===== src/rtl/sfr_pkg.sv =====
// Shared constants, types and a helper function of the stream find-and-replace block.
package sfr_pkg;

  localparam int BYTE_W       = 8;
  localparam int TEXT_BYTES   = 16;
  localparam int TEXT_W       = TEXT_BYTES * BYTE_W;
  localparam int BIDX_W       = 4;
  localparam int LEN_W        = 5;
  localparam int CFG_IDX_W    = 3;
  localparam int CFG_DATA_W   = 64;
  localparam int RESULT_CAP   = 16;
  localparam int USER_W       = 2;

  localparam int DEF_MAX_PATTERN     = 16;
  localparam int DEF_MAX_REPLACEMENT = 16;

  // Configuration register indexes.
  localparam logic [CFG_IDX_W-1:0] REG_PAT_LO  = 3'd0;
  localparam logic [CFG_IDX_W-1:0] REG_PAT_HI  = 3'd1;
  localparam logic [CFG_IDX_W-1:0] REG_PAT_LEN = 3'd2;
  localparam logic [CFG_IDX_W-1:0] REG_REP_LO  = 3'd3;
  localparam logic [CFG_IDX_W-1:0] REG_REP_HI  = 3'd4;
  localparam logic [CFG_IDX_W-1:0] REG_REP_LEN = 3'd5;

  // One byte pushed from the sequencer toward the output stage.
  typedef struct packed {
    logic              valid;
    logic [BYTE_W-1:0] data;
  } push_t;

  // End-of-transaction request: closes the run of results of one input byte.
  typedef struct packed {
    logic valid;
    logic last;
  } fin_t;

  function automatic logic [BYTE_W-1:0] pick_byte(input logic [TEXT_W-1:0] v,
                                                  input logic [BIDX_W-1:0] i);
    return v[i*BYTE_W +: BYTE_W];
  endfunction

endpackage


===== src/rtl/stream_find_replace_top.sv =====
// Top level of the stream find-and-replace block.
//
// The input stream carries one text byte per transaction, with tlast on the
// final byte of the stream. Every non-overlapping occurrence of the configured
// pattern is replaced by the configured replacement; bytes that may start a
// match are held until a mismatch, a completed match or the stream end.
// Each input byte yields zero to sixteen output transactions; tlast marks the
// last one caused by that byte, tuser[1] the last of the whole stream, and
// tuser[0] low marks an empty end marker.
// An input byte passes through the steps accept, compare and close. A text
// byte sent at the compare needs no extra step; released, replacement and
// flushed bytes each take a step of their own, a fallback step of a partial
// match goes through the release state and back to the compare, and a
// completed match or a flush ends with a step of its own. These steps follow
// from the single byte comparator and the output path, which takes one byte
// per cycle unless the receiver stalls. A pattern register write rebuilds
// the fallback table with in_tready low; reset starts it for the empty pattern.
// When the receiver stalls, one result waits in the output register and one
// more in the hold register; the sequencer then stops until space frees up.
module stream_find_replace_top #(
  parameter int MAX_PATTERN     = sfr_pkg::DEF_MAX_PATTERN,
  parameter int MAX_REPLACEMENT = sfr_pkg::DEF_MAX_REPLACEMENT
) (
  input  logic                            clk,
  input  logic                            rst_n,
  input  logic                            in_tvalid,
  output logic                            in_tready,
  input  logic [sfr_pkg::BYTE_W-1:0]      in_tdata,   // [7:0] in_byte
  input  logic                            in_tlast,
  output logic                            out_tvalid,
  input  logic                            out_tready,
  output logic [sfr_pkg::BYTE_W-1:0]      out_tdata,  // [7:0] out_byte
  output logic [sfr_pkg::USER_W-1:0]      out_tuser,  // [0] byte_valid, [1] stream_end
  output logic                            out_tlast,
  input  logic                            cfg_we,
  input  logic [sfr_pkg::CFG_IDX_W-1:0]   cfg_index,
  input  logic [sfr_pkg::CFG_DATA_W-1:0]  cfg_wdata
);
  import sfr_pkg::*;

  logic [TEXT_W-1:0] pattern;
  logic [TEXT_W-1:0] replacement;
  logic [LEN_W-1:0]  pat_len;
  logic [LEN_W-1:0]  rep_len;
  logic              pat_wr;
  push_t             push;
  logic              push_ready;
  fin_t              fin;
  logic              fin_ready;

  sfr_cfg #(
    .MAX_PATTERN     (MAX_PATTERN),
    .MAX_REPLACEMENT (MAX_REPLACEMENT)
  ) u_cfg (
    .clk         (clk),
    .rst_n       (rst_n),
    .cfg_we      (cfg_we),
    .cfg_index   (cfg_index),
    .cfg_wdata   (cfg_wdata),
    .pattern     (pattern),
    .replacement (replacement),
    .pat_len     (pat_len),
    .rep_len     (rep_len),
    .pat_wr      (pat_wr)
  );

  sfr_core #(
    .MAX_PATTERN (MAX_PATTERN)
  ) u_core (
    .clk         (clk),
    .rst_n       (rst_n),
    .in_tvalid   (in_tvalid),
    .in_tready   (in_tready),
    .in_byte     (in_tdata),
    .in_last     (in_tlast),
    .pattern     (pattern),
    .replacement (replacement),
    .pat_len     (pat_len),
    .rep_len     (rep_len),
    .pat_wr      (pat_wr),
    .push        (push),
    .push_ready  (push_ready),
    .fin         (fin),
    .fin_ready   (fin_ready)
  );

  sfr_out u_out (
    .clk        (clk),
    .rst_n      (rst_n),
    .push       (push),
    .push_ready (push_ready),
    .fin        (fin),
    .fin_ready  (fin_ready),
    .out_tvalid (out_tvalid),
    .out_tready (out_tready),
    .out_tdata  (out_tdata),
    .out_tuser  (out_tuser),
    .out_tlast  (out_tlast)
  );

endmodule


===== src/rtl/sfr_cfg.sv =====
// Configuration registers with length saturation and a pattern-change strobe.
module sfr_cfg #(
  parameter int MAX_PATTERN     = sfr_pkg::DEF_MAX_PATTERN,
  parameter int MAX_REPLACEMENT = sfr_pkg::DEF_MAX_REPLACEMENT
) (
  input  logic                            clk,
  input  logic                            rst_n,
  input  logic                            cfg_we,
  input  logic [sfr_pkg::CFG_IDX_W-1:0]   cfg_index,
  input  logic [sfr_pkg::CFG_DATA_W-1:0]  cfg_wdata,
  output logic [sfr_pkg::TEXT_W-1:0]      pattern,
  output logic [sfr_pkg::TEXT_W-1:0]      replacement,
  output logic [sfr_pkg::LEN_W-1:0]       pat_len,
  output logic [sfr_pkg::LEN_W-1:0]       rep_len,
  output logic                            pat_wr
);
  import sfr_pkg::*;

  logic [TEXT_W-1:0] pat_r, pat_nxt;
  logic [TEXT_W-1:0] rep_r, rep_nxt;
  logic [LEN_W-1:0]  plen_r, plen_nxt;
  logic [LEN_W-1:0]  rlen_r, rlen_nxt;

  always_comb begin
    pat_nxt  = pat_r;
    rep_nxt  = rep_r;
    plen_nxt = plen_r;
    rlen_nxt = rlen_r;
    pat_wr   = 1'b0;
    if (cfg_we) begin
      unique case (cfg_index)
        REG_PAT_LO: begin
          pat_nxt[CFG_DATA_W-1:0] = cfg_wdata;
          pat_wr = 1'b1;
        end
        REG_PAT_HI: begin
          pat_nxt[TEXT_W-1:CFG_DATA_W] = cfg_wdata;
          pat_wr = 1'b1;
        end
        REG_PAT_LEN: begin
          plen_nxt = cfg_wdata[LEN_W-1:0];
          pat_wr = 1'b1;
        end
        REG_REP_LO:  rep_nxt[CFG_DATA_W-1:0] = cfg_wdata;
        REG_REP_HI:  rep_nxt[TEXT_W-1:CFG_DATA_W] = cfg_wdata;
        REG_REP_LEN: rlen_nxt = cfg_wdata[LEN_W-1:0];
        default: ;
      endcase
    end
  end

  always_ff @(posedge clk) begin
    if (!rst_n) begin
      pat_r  <= '0;
      rep_r  <= '0;
      plen_r <= '0;
      rlen_r <= '0;
    end else begin
      pat_r  <= pat_nxt;
      rep_r  <= rep_nxt;
      plen_r <= plen_nxt;
      rlen_r <= rlen_nxt;
    end
  end

  assign pattern     = pat_r;
  assign replacement = rep_r;
  assign pat_len = (plen_r > LEN_W'(MAX_PATTERN)) ? LEN_W'(MAX_PATTERN) : plen_r;
  assign rep_len = (rlen_r > LEN_W'(MAX_REPLACEMENT)) ? LEN_W'(MAX_REPLACEMENT) : rlen_r;

endmodule


===== src/rtl/sfr_core.sv =====
// Sequencer with the shared byte comparator and the fallback table.
module sfr_core #(
  parameter int MAX_PATTERN = sfr_pkg::DEF_MAX_PATTERN
) (
  input  logic                          clk,
  input  logic                          rst_n,
  input  logic                          in_tvalid,
  output logic                          in_tready,
  input  logic [sfr_pkg::BYTE_W-1:0]    in_byte,
  input  logic                          in_last,
  input  logic [sfr_pkg::TEXT_W-1:0]    pattern,
  input  logic [sfr_pkg::TEXT_W-1:0]    replacement,
  input  logic [sfr_pkg::LEN_W-1:0]     pat_len,
  input  logic [sfr_pkg::LEN_W-1:0]     rep_len,
  input  logic                          pat_wr,
  output sfr_pkg::push_t                push,
  input  logic                          push_ready,
  output sfr_pkg::fin_t                 fin,
  input  logic                          fin_ready
);
  import sfr_pkg::*;

  localparam int TIW = (MAX_PATTERN > 1) ? $clog2(MAX_PATTERN) : 1;

  localparam logic [3:0] ST_IDLE  = 4'd0;
  localparam logic [3:0] ST_WALK  = 4'd1;
  localparam logic [3:0] ST_REL   = 4'd2;
  localparam logic [3:0] ST_REP   = 4'd3;
  localparam logic [3:0] ST_FLUSH = 4'd4;
  localparam logic [3:0] ST_FIN   = 4'd5;
  localparam logic [3:0] ST_BINIT = 4'd6;
  localparam logic [3:0] ST_BSTEP = 4'd7;

  logic [3:0]        state_r, state_nxt;
  logic [BYTE_W-1:0] c_r, c_nxt;
  logic              last_r, last_nxt;
  logic [LEN_W-1:0]  m_r, m_nxt;
  logic [LEN_W-1:0]  i_r, i_nxt;
  logic [LEN_W-1:0]  k_r, k_nxt;
  logic [LEN_W-1:0]  keep_r, keep_nxt;
  logic [LEN_W-1:0]  cnt_r, cnt_nxt;
  logic [LEN_W-1:0]  tbl_r [MAX_PATTERN];

  logic              building;
  logic [LEN_W-1:0]  idx_a;
  logic [BYTE_W-1:0] cmp_a, cmp_b;
  logic              eq;
  logic [LEN_W-1:0]  tbl_ra;
  logic [LEN_W-1:0]  tbl_rd;
  logic              tbl_we;
  logic [TIW-1:0]    tbl_wa;
  logic [LEN_W-1:0]  tbl_wd;
  logic              want_push;
  logic [BYTE_W-1:0] push_byte;
  logic              can_push;
  logic              step_ok;
  logic [LEN_W-1:0]  m_new;
  logic [LEN_W-1:0]  k_new;

  // Shared comparator: pattern against pattern while the table is built,
  // pattern against the current text byte while an item is scanned.
  assign building = (state_r == ST_BSTEP);
  assign idx_a    = building ? i_r : m_r;
  assign cmp_a    = pick_byte(pattern, idx_a[BIDX_W-1:0]);
  assign cmp_b    = building ? pick_byte(pattern, k_r[BIDX_W-1:0]) : c_r;
  assign eq       = (cmp_a == cmp_b);

  assign tbl_ra = building ? (k_r - LEN_W'(1)) : (m_r - LEN_W'(1));
  assign tbl_rd = tbl_r[tbl_ra[TIW-1:0]];

  assign can_push  = (cnt_r < LEN_W'(RESULT_CAP));
  assign step_ok   = !want_push || !can_push || push_ready;
  assign push.valid = want_push && can_push;
  assign push.data  = push_byte;
  assign in_tready  = (state_r == ST_IDLE);

  always_comb begin
    state_nxt = state_r;
    c_nxt     = c_r;
    last_nxt  = last_r;
    m_nxt     = m_r;
    i_nxt     = i_r;
    k_nxt     = k_r;
    keep_nxt  = keep_r;
    cnt_nxt   = cnt_r;
    want_push = 1'b0;
    push_byte = pick_byte(pattern, i_r[BIDX_W-1:0]);
    fin.valid = 1'b0;
    fin.last  = last_r;
    tbl_we    = 1'b0;
    tbl_wa    = i_r[TIW-1:0];
    tbl_wd    = '0;
    m_new     = eq ? (m_r + LEN_W'(1)) : m_r;
    k_new     = eq ? (k_r + LEN_W'(1)) : k_r;

    unique case (state_r)
      ST_IDLE: begin
        if (in_tvalid) begin
          c_nxt     = in_byte;
          last_nxt  = in_last;
          cnt_nxt   = '0;
          m_nxt     = (m_r >= pat_len) ? '0 : m_r;
          state_nxt = ST_WALK;
        end
      end
      ST_WALK: begin
        push_byte = c_r;
        if (pat_len == '0) begin
          want_push = 1'b1;
          if (step_ok) begin
            m_nxt     = '0;
            state_nxt = ST_FIN;
          end
        end else if (m_r != '0 && !eq) begin
          // Mismatch on a partial match: release the bytes the table gives up.
          keep_nxt  = (tbl_rd >= m_r) ? '0 : tbl_rd;
          i_nxt     = '0;
          state_nxt = ST_REL;
        end else begin
          want_push = !eq;
          if (step_ok) begin
            m_nxt = m_new;
            i_nxt = '0;
            if (m_new >= pat_len) begin
              state_nxt = ST_REP;
            end else if (last_r) begin
              state_nxt = ST_FLUSH;
            end else begin
              state_nxt = ST_FIN;
            end
          end
        end
      end
      ST_REL: begin
        if (i_r < (m_r - keep_r)) begin
          want_push = 1'b1;
          if (step_ok) begin
            i_nxt = i_r + LEN_W'(1);
          end
        end else begin
          m_nxt     = keep_r;
          state_nxt = ST_WALK;
        end
      end
      ST_REP: begin
        push_byte = pick_byte(replacement, i_r[BIDX_W-1:0]);
        if (i_r < rep_len) begin
          want_push = 1'b1;
          if (step_ok) begin
            i_nxt = i_r + LEN_W'(1);
          end
        end else begin
          m_nxt     = '0;
          i_nxt     = '0;
          state_nxt = last_r ? ST_FLUSH : ST_FIN;
        end
      end
      ST_FLUSH: begin
        if (i_r < m_r) begin
          want_push = 1'b1;
          if (step_ok) begin
            i_nxt = i_r + LEN_W'(1);
          end
        end else begin
          m_nxt     = '0;
          state_nxt = ST_FIN;
        end
      end
      ST_FIN: begin
        fin.valid = 1'b1;
        if (fin_ready) begin
          state_nxt = ST_IDLE;
        end
      end
      ST_BINIT: begin
        tbl_we    = 1'b1;
        tbl_wa    = '0;
        tbl_wd    = '0;
        i_nxt     = LEN_W'(1);
        k_nxt     = '0;
        m_nxt     = '0;
        state_nxt = (pat_len <= LEN_W'(1)) ? ST_IDLE : ST_BSTEP;
      end
      ST_BSTEP: begin
        if (k_r != '0 && !eq) begin
          k_nxt = tbl_rd;
        end else begin
          k_nxt  = k_new;
          tbl_we = 1'b1;
          tbl_wd = k_new;
          i_nxt  = i_r + LEN_W'(1);
          if ((i_r + LEN_W'(1)) >= pat_len) begin
            state_nxt = ST_IDLE;
          end
        end
      end
      default: state_nxt = ST_IDLE;
    endcase

    if (push.valid && push_ready) begin
      cnt_nxt = cnt_r + LEN_W'(1);
    end

    // A pattern change drops the partial match and rebuilds the table.
    if (pat_wr) begin
      m_nxt     = '0;
      state_nxt = ST_BINIT;
    end
  end

  always_ff @(posedge clk) begin
    if (!rst_n) begin
      state_r <= ST_BINIT;
      m_r     <= '0;
      cnt_r   <= '0;
    end else begin
      state_r <= state_nxt;
      m_r     <= m_nxt;
      cnt_r   <= cnt_nxt;
    end
  end

  always_ff @(posedge clk) begin
    c_r    <= c_nxt;
    last_r <= last_nxt;
    i_r    <= i_nxt;
    k_r    <= k_nxt;
    keep_r <= keep_nxt;
    if (tbl_we) begin
      tbl_r[tbl_wa] <= tbl_wd;
    end
  end

endmodule


===== src/rtl/sfr_out.sv =====
// Output stage: one byte held back to mark the end of each run, plus the output register.
module sfr_out (
  input  logic                          clk,
  input  logic                          rst_n,
  input  sfr_pkg::push_t                push,
  output logic                          push_ready,
  input  sfr_pkg::fin_t                 fin,
  output logic                          fin_ready,
  output logic                          out_tvalid,
  input  logic                          out_tready,
  output logic [sfr_pkg::BYTE_W-1:0]    out_tdata,
  output logic [sfr_pkg::USER_W-1:0]    out_tuser,
  output logic                          out_tlast
);
  import sfr_pkg::*;

  logic              pend_v_r, pend_v_nxt;
  logic [BYTE_W-1:0] pend_b_r, pend_b_nxt;
  logic              ov_r, ov_nxt;
  logic [BYTE_W-1:0] ob_r, ob_nxt;
  logic              obv_r, obv_nxt;
  logic              orl_r, orl_nxt;
  logic              oend_r, oend_nxt;
  logic              slot_free;

  assign slot_free  = !ov_r || out_tready;
  assign push_ready = !pend_v_r || slot_free;
  assign fin_ready  = slot_free;

  always_comb begin
    pend_v_nxt = pend_v_r;
    pend_b_nxt = pend_b_r;
    ov_nxt     = ov_r && !out_tready;
    ob_nxt     = ob_r;
    obv_nxt    = obv_r;
    orl_nxt    = orl_r;
    oend_nxt   = oend_r;
    if (push.valid && push_ready) begin
      // The held byte is known not to be the last of its run once another arrives.
      if (pend_v_r) begin
        ov_nxt   = 1'b1;
        ob_nxt   = pend_b_r;
        obv_nxt  = 1'b1;
        orl_nxt  = 1'b0;
        oend_nxt = 1'b0;
      end
      pend_v_nxt = 1'b1;
      pend_b_nxt = push.data;
    end else if (fin.valid && fin_ready) begin
      if (pend_v_r) begin
        ov_nxt     = 1'b1;
        ob_nxt     = pend_b_r;
        obv_nxt    = 1'b1;
        orl_nxt    = 1'b1;
        oend_nxt   = fin.last;
        pend_v_nxt = 1'b0;
      end else if (fin.last) begin
        // Empty end marker for a final byte that produced no text.
        ov_nxt   = 1'b1;
        ob_nxt   = '0;
        obv_nxt  = 1'b0;
        orl_nxt  = 1'b1;
        oend_nxt = 1'b1;
      end
    end
  end

  always_ff @(posedge clk) begin
    if (!rst_n) begin
      pend_v_r <= 1'b0;
      ov_r     <= 1'b0;
    end else begin
      pend_v_r <= pend_v_nxt;
      ov_r     <= ov_nxt;
    end
  end

  always_ff @(posedge clk) begin
    pend_b_r <= pend_b_nxt;
    ob_r     <= ob_nxt;
    obv_r    <= obv_nxt;
    orl_r    <= orl_nxt;
    oend_r   <= oend_nxt;
  end

  assign out_tvalid = ov_r;
  assign out_tdata  = ob_r;
  assign out_tuser  = {oend_r, obv_r};
  assign out_tlast  = orl_r;

endmodule


===== config.mk =====
export PLATFORM = sky130hd
export DESIGN_NAME = stream_find_replace_top
export DESIGN_NICKNAME = d
export VERILOG_FILES = /design/src/rtl/sfr_pkg.sv /design/src/rtl/stream_find_replace_top.sv /design/src/rtl/sfr_cfg.sv /design/src/rtl/sfr_core.sv /design/src/rtl/sfr_out.sv
export SDC_FILE = /design/constraint.sdc
export NUM_CORES = 1
export LEC_CHECK = 0
export ABC_AREA = 1
export BUFFER_PORTS_ARGS = -buffer_cell sky130_fd_sc_hd__buf_2
export CORE_MARGIN = 3
export CORE_UTILIZATION = 40
export DETAILED_ROUTE_END_ITERATION = 10
export PLACE_DENSITY = 0.63
export REMOVE_ABC_BUFFERS = 1
export SYNTH_ARGS = -nofsm -noshare
export SYNTH_HDL_FRONTEND = slang
export SYNTH_SLANG_ARGS = --single-unit

===== constraint.sdc =====
create_clock -name clk -period 5.3 [get_ports clk]
set_input_delay 0.53 -clock clk [delete_from_list [all_inputs] [get_ports clk]]
set_output_delay 0.53 -clock clk [all_outputs]
set_load 0.02 [all_outputs]

# After elaboration in Yosys (flattened, before gate mapping)

Memories as Yosys holds them, arrays and structs flattened.
Index checks and enable logic that the tools add are counted.

Equality and inequality tests: 29
Order comparisons: 11
Mux-type cells: 87
Reductions and logical operators: 43
Shifts and indexed selects: 4
Bitwise operators: 2
Divide/modulo/power cells: 0
Multipliers: 0
Add/sub/neg operators: 7

Operators with widths:

| operator                                                                 | number |
|---|---|
| 128-bit by 8-bit variable part select with 8-bit output                  | 4 |
| 5-bit 2-to-1 mux                                                         | 26 |
| 4-bit 2-to-1 mux                                                         | 15 |
| 5-bit one-hot mux with 6 select lines                                    | 2 |
| 8-bit 2-to-1 mux                                                         | 6 |
| 1-bit 2-to-1 mux                                                         | 32 |
| 4-bit one-hot mux with 8 select lines                                    | 1 |
| 5-bit by 1-bit adder with 5-bit output (second input constant)           | 4 |
| 5-bit >= comparator                                                      | 4 |
| 4-bit by 3-bit equality test with 1-bit output (second input constant)   | 4 |
| 8-bit one-hot mux with 2 select lines                                    | 1 |
| 2-bit AND reduction                                                      | 8 |
| 5-bit less-than comparator                                               | 3 |
| 2-bit inequality test (second input constant)                            | 7 |
| 2-bit by 1-bit inequality test with 1-bit output (second input constant) | 6 |
| 6-bit nonzero test                                                       | 2 |
| 5-bit > comparator (second input constant)                               | 2 |
| 5-bit one-hot mux with 2 select lines                                    | 1 |
| 2-bit nonzero test                                                       | 5 |
| 5-bit nonzero test                                                       | 2 |
| 9-bit AND reduction                                                      | 1 |
| 4-bit by 2-bit equality test with 1-bit output (second input constant)   | 2 |
| 8-bit equality test                                                      | 1 |
| 8-bit AND reduction                                                      | 1 |
| other kinds (24)                                                         | 43 |

Memory bits (read-only): 0
Register bits after elaboration: 325
Memory bits (writable): 80
Bits in latches: 0
Output and inout port bits: 13
Memories kept: 1
Bits of input ports: 81
Logic and storage cells: 205

Memory list:

| memory       | depth | width | read ports | clocked after Yosys merged registers in | write ports | line           | RTL |
|---|---|---|---|---|---|---|---|
| u_core.tbl_r | 16    | 5     | 1          | 0                                       | 1           | sfr_core.sv:42 | `logic [LEN_W-1:0] tbl_r [MAX_PATTERN];` |

# Depth between registers and ports, before layout

Gate-level depths: netlist of the first run.

Depth in word-level cells: 16
Mapped depth: 34
Depth with buffers taken out: 32

# Cells and area by module

A second synthesis of the first run with hierarchy kept.

Cell total of the unflattened synthesis: 3417
Area total of the unflattened synthesis: 22955.8 um2

Modules (own cells, without submodules):

| module   | cells an instance | times used | area an instance (um2) | seq. area each (um2) |
|---|---|---|---|---|
| sfr_core | 1804              | 1          | 11534.8                | 3383.2 |
| sfr_cfg  | 1547              | 1          | 10616.4                | 5325.1 |
| sfr_out  | 66                | 1          | 804.5                  | 610.6 |

# Worst setup path after synthesis of the first run

Ideal clock, no wire load.

Kind: register -> register
From: reg u_core.m_r[0]
To: reg u_out.obv_r, enable pin
Data required time: 4918 ps
Stages on the path, launching flop included: 21
Path buffers: 0
Arrival: 3517 ps
Clock period less this slack: 3899 ps
Path slack: 1401 ps
Setup time: 382 ps
Cell sequence: dfxtp_1 inv_1 ha_1 inv_1 fa_1 nand3_1 nand2_1 xnor2_1 ha_1 nand2_1 inv_1 o21ai_0 o211a_1 inv_1 o221ai_1 nor2_1 nand2_4 nand2_2 nor2_4 inv_2 a21oi_1

Cells in the longest elaborated chain, start to end: 12
Elaborated cells between the ends (all ways): 19
Classes of those cells: add/sub: 1; order compare: 2; eq/ne: 2; shift: 1; mux: 6; reduce/logical: 7

RTL lines:

| element                                                                                                 | line                             | RTL |
|---|---|---|
| start, declared                                                                                         | sfr_core.sv:37                   | `logic [LEN_W-1:0] m_r, m_nxt;` |
| start signal, assigned                                                                                  | sfr_core.sv:218                  | `m_r <= m_nxt;` |
| 4-bit 2-to-1 mux                                                                                        | sfr_core.sv:63                   | `assign idx_a = building ? i_r : m_r;` |
| 128-bit by 8-bit variable part select with 8-bit output                                                 | sfr_pkg.sv:39                    | `return v[i*BYTE_W +: BYTE_W];` |
| 8-bit equality test                                                                                     | sfr_core.sv:66                   | `assign eq = (cmp_a == cmp_b);` |
| 1-bit zero test                                                                                         | sfr_core.sv:114, sfr_core.sv:120 |  |
| 1-bit logical AND                                                                                       | sfr_core.sv:114                  | `end else if (m_r != '0 && !eq) begin` |
| 1-bit 2-to-1 mux                                                                                        | sfr_core.sv:114                  |  |
| 1-bit 2-to-1 mux                                                                                        | sfr_core.sv:108                  | `if (pat_len == '0) begin` |
| 1-bit one-hot mux with 4 select lines (*)                                                               | sfr_core.sv:96                   | `unique case (state_r)` |
| 1-bit logical AND (*)                                                                                   | sfr_core.sv:73                   | `assign push.valid = want_push && can_push;` |
| 1-bit logical AND (*)                                                                                   | sfr_out.sv:38                    | `if (push.valid && push_ready) begin` |
| 2-bit by 1-bit inequality test with 1-bit output (no source line) or 2-bit nonzero test (tied branches) | --                               |  |
| 3-bit AND reduction (no source line) (*)                                                                | --                               |  |
| end signal, assigned                                                                                    | sfr_out.sv:81                    | `obv_r <= obv_nxt;` |
| end, declared                                                                                           | sfr_out.sv:21                    | `logic obv_r, obv_nxt;` |

Every way passes the cells marked *; elsewhere a longest branch is shown, timed or not.
A chain may end at the register's enable or synchronous reset.

# Final worst setup path of the first run

From: reg u_core.state_r[1]
To: reg u_core.keep_r[0] (data pin)

Cells in the longest elaborated chain, start to end: 4

RTL lines:

| element                                            | line            | RTL |
|---|---|---|
| start, declared                                    | sfr_core.sv:34  | `logic [3:0] state_r, state_nxt;` |
| start signal, assigned                             | sfr_core.sv:217 | `state_r <= state_nxt;` |
| 4-bit by 3-bit equality test with 1-bit output (*) | sfr_core.sv:62  | `assign building = (state_r == ST_BSTEP);` |
| 4-bit 2-to-1 mux (*)                               | sfr_core.sv:68  | `assign tbl_ra = building ? (k_r - LEN_W'(1)) : (m_r - LEN_W'(1));` |
| memory 16 x 5 bit (*)                              | --              |  |
| 5-bit >= comparator                                | sfr_core.sv:116 | `keep_nxt = (tbl_rd >= m_r) ? '0 : tbl_rd;` |
| end signal, assigned                               | sfr_core.sv:228 | `keep_r <= keep_nxt;` |
| end, declared                                      | sfr_core.sv:40  | `logic [LEN_W-1:0] keep_r, keep_nxt;` |

Marks and branches as above.

==> results of run 1 <==
## cell families (layout without fill, tap and decap cells)
kind of cell               after synthesis  count (layout)  synth area share [%]
AOI/OAI and AO/OA                      679             679                  17.2
adders and majority gates               44              44                  2.60
xor gates and xnor gates                15              15                 0.613
DFF                                    404             404                  43.5
buffers and inverters                  337             354                  6.42
and+or+nand+nor                       1554            1554                  29.7
## Yosys cell counts, types with 4 or more instances
cell	instances
nand3b_1	11
nor3_1	7
clkinv_1	7
o32ai_1	6
a21oi_1	46
dfxtp_1	281
o21bai_1	4
inv_2	13
nand2_1	416
nand3_1	275
edfxtp_1	123
o211ai_1	7
o221ai_1	17
inv_1	107
buf_6	9
clkbuf_1	170
xor2_1	7
o21a_1	8
nand4_1	17
buf_2	25
nor2_1	812
o22ai_1	82
a31oi_1	8
xnor2_1	8
ha_1	43
o21ai_0	493
## sequential cells by signal, summed over array words and instances (netlist names), 3 cells and up
register and count:
u_core.m_r 5, u_core.state_r 3, u_core.i_r 5, u_core.tbl_r 80, u_cfg.replacement 128, u_cfg.pattern 128
u_cfg.plen_r 5, u_core.cnt_r 5, u_out.out_tdata 8, u_out.pend_b_r 8, u_core.k_r 5, u_core.keep_r 5
u_cfg.rlen_r 5, u_core.c_r 8
## routing by layer
| metal | track usage (%) | vias to the layer above | routed length (um) |
|---|---|---|---|
| li1 | - | 10100 | - |
| met3 | 4.26 | 169 | 6980 |
| met2 | 40.6 | 1073 | 33100 |
| met1 | 35.9 | 10200 | 32100 |
| met5 | 0 | - | 0 |
| met4 | 9.57 | 0 | 2460 |
## worst register-to-register path, stage by stage (launching register included)
cell,delay (ns)
dfxtp_1,0.54
nand3_4,0.42
nand2_4,0.18
buf_4,0.51
nand2_1,0.25
ha_1,0.32
buf_4,0.21
inv_1,0.41
o21ai_0,0.20
o221ai_1,0.22
nand3_1,0.11
nand2_1,0.12
inv_1,0.07
ha_1,0.27
inv_1,0.03
nand2_1,0.04
a21oi_1,0.06
o21bai_1,0.13
a21oi_1,0.08
o21bai_1,0.29
nor2_1,0.09
## path summary, 6_finish.rpt
path	from	endpoint	depth (start not counted)
worst max-delay path	u_core.state_r[1]$_SDFFE_PP1P_	u_core.keep_r[0]$_SDFFCE_PP0P_	20
worst min-delay path	in_tdata[0]	u_core.c_r[0]$_DFFE_PP_	1
worst max register to register	u_core.state_r[1]$_SDFFE_PP1P_	u_core.keep_r[0]$_SDFFCE_PP0P_	20
worst min register to register	u_cfg.plen_r[1]$_SDFFE_PN0P_	u_cfg.plen_r[1]$_SDFFE_PN0P_	2
## layout make-up
type	instances	area share, %
flip-flops and latches	404	39.1
repair buffers	140	3.56
clock inverters	19	0.939
well taps	688	3.61
clock buffers	68	5.64
multi-input cells	2292	45.2
inverters	127	2.01
## report_power, final
part	switching (mW)	internal [mW]	leakage (nW)	total [mW]
registers	0.209	3.54	3.31	3.75
logic	3.70	1.59	5.68	5.28
clock network	1.34	1.96	0.761	3.31
total	5.24	7.09	9.76	12.3
## through the flow
stage	TNS (ns)	utilization, %	power, mW	area [sq um]	hold slack (ns)
floorplan	-331.07	-	7.10	20500	0.436
global placement	0	42.2	8.91	22300	0.457
detailed placement	0	42.2	8.97	22300	0.465
CTS	0	45.2	12.3	23900	0.0763
global route	0	45.2	13.1	23900	0.102
finish	0	45.2	12.3	23900	0.113
==> metrics.md, run 1 <==
| Metric | Value |
|---|---|
| Status | finished, final reports clean |
| Worst EP required | approximately 5.6 ns |
| Post-synth top area share | about a quarter |
| Final wirelength | around 75000 um |
| Mapped Area | 21400 sq um |
| Antenna-violating nets left | 0 |
| Diodes inserted | 0 |
| H-tree depth | 2 |
| Final-report max-slew violation count | 0 |
| Placement Setup Slack | 0.583 ns |
| Clk_skew | roughly 0.023 ns |
| Yosys reg bits | around 400 |
| Io pins | 94 |
| Num CTS Buffers | 47 |
| Critical path peak fanout | 52 |
| Vias per cell | 5.78 |
| Placed cells | between 3000 and 4000 |
| Register area | between 9000 and 10000 sq um |
| Period Utilization, post-route | about nine tenths |
| Area Growth Syn to Fin | 11.3% |
| Die H | between 200 and 250 um |
| Slew headroom | between 30% and 40% |
| Clock-pin slew on the worst setup and hold paths | 0.06 ns |
| Die X | 237 um |
| WS Path Type | reg2reg |
| Multi-input logic area | approximately 11000 sq um |
| Worst path slowest cell | dfxtp_1 |
| Sequential area share after synthesis | between 40% and 50% |
| Crit path capture type | register |
| Worst reg2reg setup slack | 0.47 ns |
| Die ar. | about 56000 sq um |
| Family with the most delay on the worst path | buffers and inverters |
| DP HPWL | about 47000 um |
| Initial antenna violation count | 2 |
| Min Tclk post-route | about 4.8 ns |
| Maximum number of pins on one net before global-route repair | 142 |
| Final Hold Viols | 0 |
| Ys Warns | 0 |
| Initial Util | approximately two fifths |
| Insertion delay to the later sink of the worst-skew pair | a little under 0.6 ns |
| Startpoint types | register |
| Buffers on Ports | 93 |
| Distinct cell type count after synthesis | 44 |
| Ranking of synthesized cells by area | dfxtp_1, edfxtp_1, nor2_1 |
| TritonCTS clock tree | built |
| Worst Path Buf+Inv | 5 |
| Slew @ Worst Pin | 0.985 ns |
| Vias in the first global route | around 20000 |
| Commonest non-fill, non-tap cell in the layout | nor2_1 |
| Leakage power | a little under 10 nW |
| Post-synth ARST share | 0% |
| First-pass GRT wire length | ~120000 um |
| Final #Nets | 3137 |
| Synth Instances | 3033 |
| Number of max-cap violations | 0 |
| Grt ovf | 0 |
| Filler cells | 5355 |
| CTS root buf | clkbuf_16 |
| Non-filler cells, final | ~3700 |
| Avg WL per Cell | 20.0 um |
| Number of buffers on the longest clock path | 3 |
| Final Setup Violations | 0 |
| Core Region | roughly 53000 sq um |
| Hold crit path type | in2reg |
| Top FF cell, synth | dfxtp_1 |
| Gr usage total | about a quarter |
| TritonRoute pass-1 iters | 6 |
| Final Wtd Congestion | 0.916 |
| Initial DRC Count | between 2000 and 3000 |
| DR DRC count | 0 |
| Worst path cell trace | nand3_4, nand2_4, buf_4, nand2_1, ha_1, buf_4, inv_1, o21ai_0, o221ai_1, nand3_1, nand2_1, inv_1, ha_1, inv_1, nand2_1, a21oi_1, o21bai_1, a21oi_1, o21bai_1, nor2_1 |
| Number of synthesized flops with an enable pin | 123 |
| Most frequent cells in the layout | nor2_1, o21ai_0, nand2_1 |
| Post-synth top area cell | dfxtp_1 |
| PD cells | 517 nW/um^2 |
| Slowest cell delay on critical path | roughly 0.54 ns |
| RSZ-0062 raised after global routing | false |
| Avg Inst Size Synth | between 7 and 8 sq um |
| Highest Clock Rate | ~210 MHz |
| Clock sinks | just over 400 |
| Ratio of cells with drive above 1 in the final layout | roughly 8.4% |
| Post-CTS Resized | 0 |
| Via count | 21600 |
| Max IR drop VDD | between 0.3 and 0.4 mV |
| Setup repair bufs after CTS | 0 |
| CP arrival | between 5 and 6 ns |
| Setup WS post-layout | between 0.4 and 0.5 ns |
| Site Rows | 84 |
| CTS Hold Bufs | 0 |
Note: power is estimated with default switching activity, not from simulation.
==> run 2: changes to the inputs <==
--- a/config.mk
+++ b/config.mk
@@ -8,9 +8,9 @@
 export ABC_AREA = 1
 export BUFFER_PORTS_ARGS = -buffer_cell sky130_fd_sc_hd__buf_2
 export CORE_MARGIN = 3
-export CORE_UTILIZATION = 40
+export CORE_UTILIZATION = 35
 export DETAILED_ROUTE_END_ITERATION = 10
-export PLACE_DENSITY = 0.63
+export PLACE_DENSITY = 0.57
 export REMOVE_ABC_BUFFERS = 1
 export SYNTH_ARGS = -nofsm -noshare
 export SYNTH_HDL_FRONTEND = slang
==> metrics.md, run 2 (synthesis gave the netlist of run 1 again) <==
| Metric | Value |
|---|---|
| Worst EP required | 5.65 ns (was 5.62 ns) |
| Worst path cell trace | nand3_4, inv_1, nand2_1, nand2_1, buf_4, nand3_1, xnor2_1, inv_1, o211ai_1, nand2_1, ha_1, a21oi_1, o21bai_1, a21oi_1, o21bai_1, nor2_1 (was nand3_4, nand2_4, buf_4, nand2_1, ha_1, buf_4, inv_1, o21ai_0, o221ai_1, nand3_1, nand2_1, inv_1, ha_1, inv_1, nand2_1, a21oi_1, o21bai_1, a21oi_1, o21bai_1, nor2_1) |
| Net Sw Power | 5.31 mW (was 5.24 mW) |
| Antenna-violating nets left | 0 (unchanged) |
| First-pass GRT wire length | 118000 um (was 117000 um) |
| Insertion delay to the later sink of the worst-skew pair | 0.61 ns (was 0.59 ns) |
| Final hold slack | 0.111 ns (was 0.113 ns) |
| CTS Hold Bufs | 0 (unchanged) |
| Critical path peak fanout | 42 (was 52) |
| Final-report max-slew violation count | 0 (unchanged) |
| Initial antenna violation count | 1 (was 2) |
| Via count | 21200 (was 21600) |
| Final Hold Viols | 0 (unchanged) |
| Gr usage total | 23.5% (was 25.8%) |
| Most frequent cells in the layout | nor2_1, o21ai_0, nand2_1 (unchanged) |
| Maximum number of pins on one net before global-route repair | 194 (was 142) |
| Setup repair bufs after CTS | 0 (unchanged) |
| PD cells | 516 nW/um^2 (was 517 nW/um^2) |
| Commonest non-fill, non-tap cell in the layout | nor2_1 (unchanged) |
| Vias per cell | 5.54 (was 5.78) |
| Clock-pin slew on the worst setup and hold paths | 0.06 ns (about the same) |
| Ratio of cells with drive above 1 in the final layout | 8.32% (was 8.43%) |
| Grt ovf | 0 (unchanged) |
| Highest Clock Rate | 212 MHz (was 207 MHz) |
| Setup WS post-layout | 0.573 ns (was 0.472 ns) |
| Slew headroom | 35.5% (was 34.4%) |
| Die ar. | 64200 sq um (was 56400 sq um) |
| Sw Share | 43.0% (was 42.5%) |
| Avg WL per Cell | 19.9 um (was 20.0 um) |
| Startpoint types | register (unchanged) |
| WS Path Type | reg2reg (unchanged) |
| Num CTS Buffers | 47 (unchanged) |
| Final #Nets | 3140 (was 3137) |
| Diodes inserted | 0 (unchanged) |
| Sequential Power Share | 30.1% (was 30.4%) |
| Placed cells | 3748 (was 3651) |
| Final wirelength | 76400 um (was 74700 um) |
| Die H | 253 um (was 237 um) |
| CP dominant cell by count | nand2_1 |
| Non-filler cells, final | 3835 (was 3738) |
| Die X | 253 um (was 237 um) |
| Hold crit path type | in2reg (unchanged) |
| Final Wtd Congestion | 0.879 (was 0.916) |
| Crit path capture type | register (unchanged) |
| Status | finished, final reports clean (unchanged) |
| CP arrival | 5.07 ns (was 5.15 ns) |
| Final Setup Violations | 0 (unchanged) |
| Filler cells | 6337 (was 5355) |
| Number of max-cap violations | 0 (unchanged) |
| Buffers on Ports | 93 (unchanged) |
| Clk_skew | 0.0325 ns (was 0.0227 ns) |
| Io pins | 94 (unchanged) |
| Initial DRC Count | 2148 (was 2631) |
| Clock sinks | 404 (unchanged) |
| Min Tclk post-route | 4.73 ns (was 4.83 ns) |
| CTS root buf | clkbuf_16 (unchanged) |
| Multi-input logic area | 10800 sq um (about the same) |
| TritonRoute pass-1 iters | 6 (unchanged) |
| Slew @ Worst Pin | 0.967 ns (was 0.985 ns) |
| Area Growth Syn to Fin | 11.8% (was 11.3%) |
| Pwr Total | 12.4 mW (was 12.3 mW) |
| Core Region | 60500 sq um (was 52800 sq um) |
| Site Rows | 90 (was 84) |
| DP HPWL | 47400 um (was 47000 um) |
| Worst path slowest cell | inv_1 (was dfxtp_1) |
| Register area | 9320 sq um (unchanged) |
| Period Utilization, post-route | 89.2% (was 91.1%) |
| DR DRC count | 0 (unchanged) |
| Placement Setup Slack | 0.654 ns (was 0.583 ns) |
| RSZ-0062 raised after global routing | false (unchanged) |
| Max IR drop VDD | 0.313 mV (was 0.324 mV) |
| Clock power share | 26.5% (was 26.8%) |
| TritonCTS clock tree | built (unchanged) |
| H-tree depth | 2 (unchanged) |
| Initial Util | 35.4% (was 40.6%) |
| P_int | 7.04 mW (was 7.09 mW) |
| Setup TNS | 0 ns (unchanged) |
| Slowest cell delay on critical path | 0.65 ns (was 0.54 ns) |
| Leakage power | 9.75 nW (was 9.76 nW) |
| Vias in the first global route | 19800 (was 20500) |
| Post-CTS Resized | 0 (unchanged) |
| Combinational share of power | 43.4% (was 42.8%) |
| Number of buffers on the longest clock path | 3 (unchanged) |
-- run 2: changes by cell type in the layout (fill, tap and decap cells not counted), moves of 2 or more --
cell and change:
clkbuf_8 -5, clkbuf_1 +6, clkinvlp_4 -3, buf_4 +2
clkinv_2 -4, clkinv_4 +3
-- run 2: worst paths after layout --
check / slack (ns) / cells past startpoint / to / startpoint
min reg2reg: 0.48 / 2 / u_cfg.plen_r[1]$_SDFFE_PN0P_ / u_cfg.plen_r[1]$_SDFFE_PN0P_
max reg2reg: 0.57 / 16 / u_core.keep_r[2]$_SDFFCE_PP0P_ / u_core.state_r[1]$_SDFFE_PP1P_
max: 0.57 / 16 / u_core.keep_r[2]$_SDFFCE_PP0P_ / u_core.state_r[1]$_SDFFE_PP1P_
min: 0.11 / 1 / u_core.c_r[0]$_DFFE_PP_ / in_tdata[0]
-- run 2: layout make-up --
| type | instances | area share (%) |
|---|---|---|
| Clock buffer | 69 | 5.43 |
| Inverter | 127 | 2.00 |
| Multi-Input combinational cell | 2292 | 45.0 |
| Tap cell | 782 | 4.08 |
| Sequential cell | 404 | 38.9 |
| Timing Repair Buffer | 143 | 3.69 |
| Clock inverter | 18 | 0.924 |
-- run 2: worst max-delay path: cells and delay by family, from the launching register on --
family | cells | cell delay, ns
buffers and inverters | 3 | 1.26
and+or+nand+nor | 6 | 0.95
adders and majority gates | 1 | 0.31
xor gates and xnor gates | 1 | 0.62
DFF | 1 | 0.57
AOI/OAI and AO/OA | 5 | 0.77
-- run 2: metal layers --
layer | track usage [%] | vias up | wire [um]
met5 | 0 | - | 13
met4 | 6.05 | 2 | 1780
met3 | 4.01 | 121 | 5550
met2 | 37.0 | 826 | 34000
met1 | 33.3 | 10100 | 35100
li1 | - | 10100 | -
-- run 2: power by group through the flow --
stage               combinational (mW)  clock [mW]  sequential, mW
floorplan                         3.17           0            3.93
global placement                  5.27           0            3.78
detailed placement                5.25           0            3.78
CTS                               5.28        3.33            3.71
global route                      5.94        3.46            3.74
finish                            5.36        3.28            3.72
-- run 2: through the flow --
step	area [sq um]	utilization [%]
6_report	24000	39.6
5_1_grt	24000	39.6
4_1_cts	24000	39.6
3_5_place_dp	22400	37.1
3_3_place_gp	22400	37.1
2_1_floorplan	20500	-
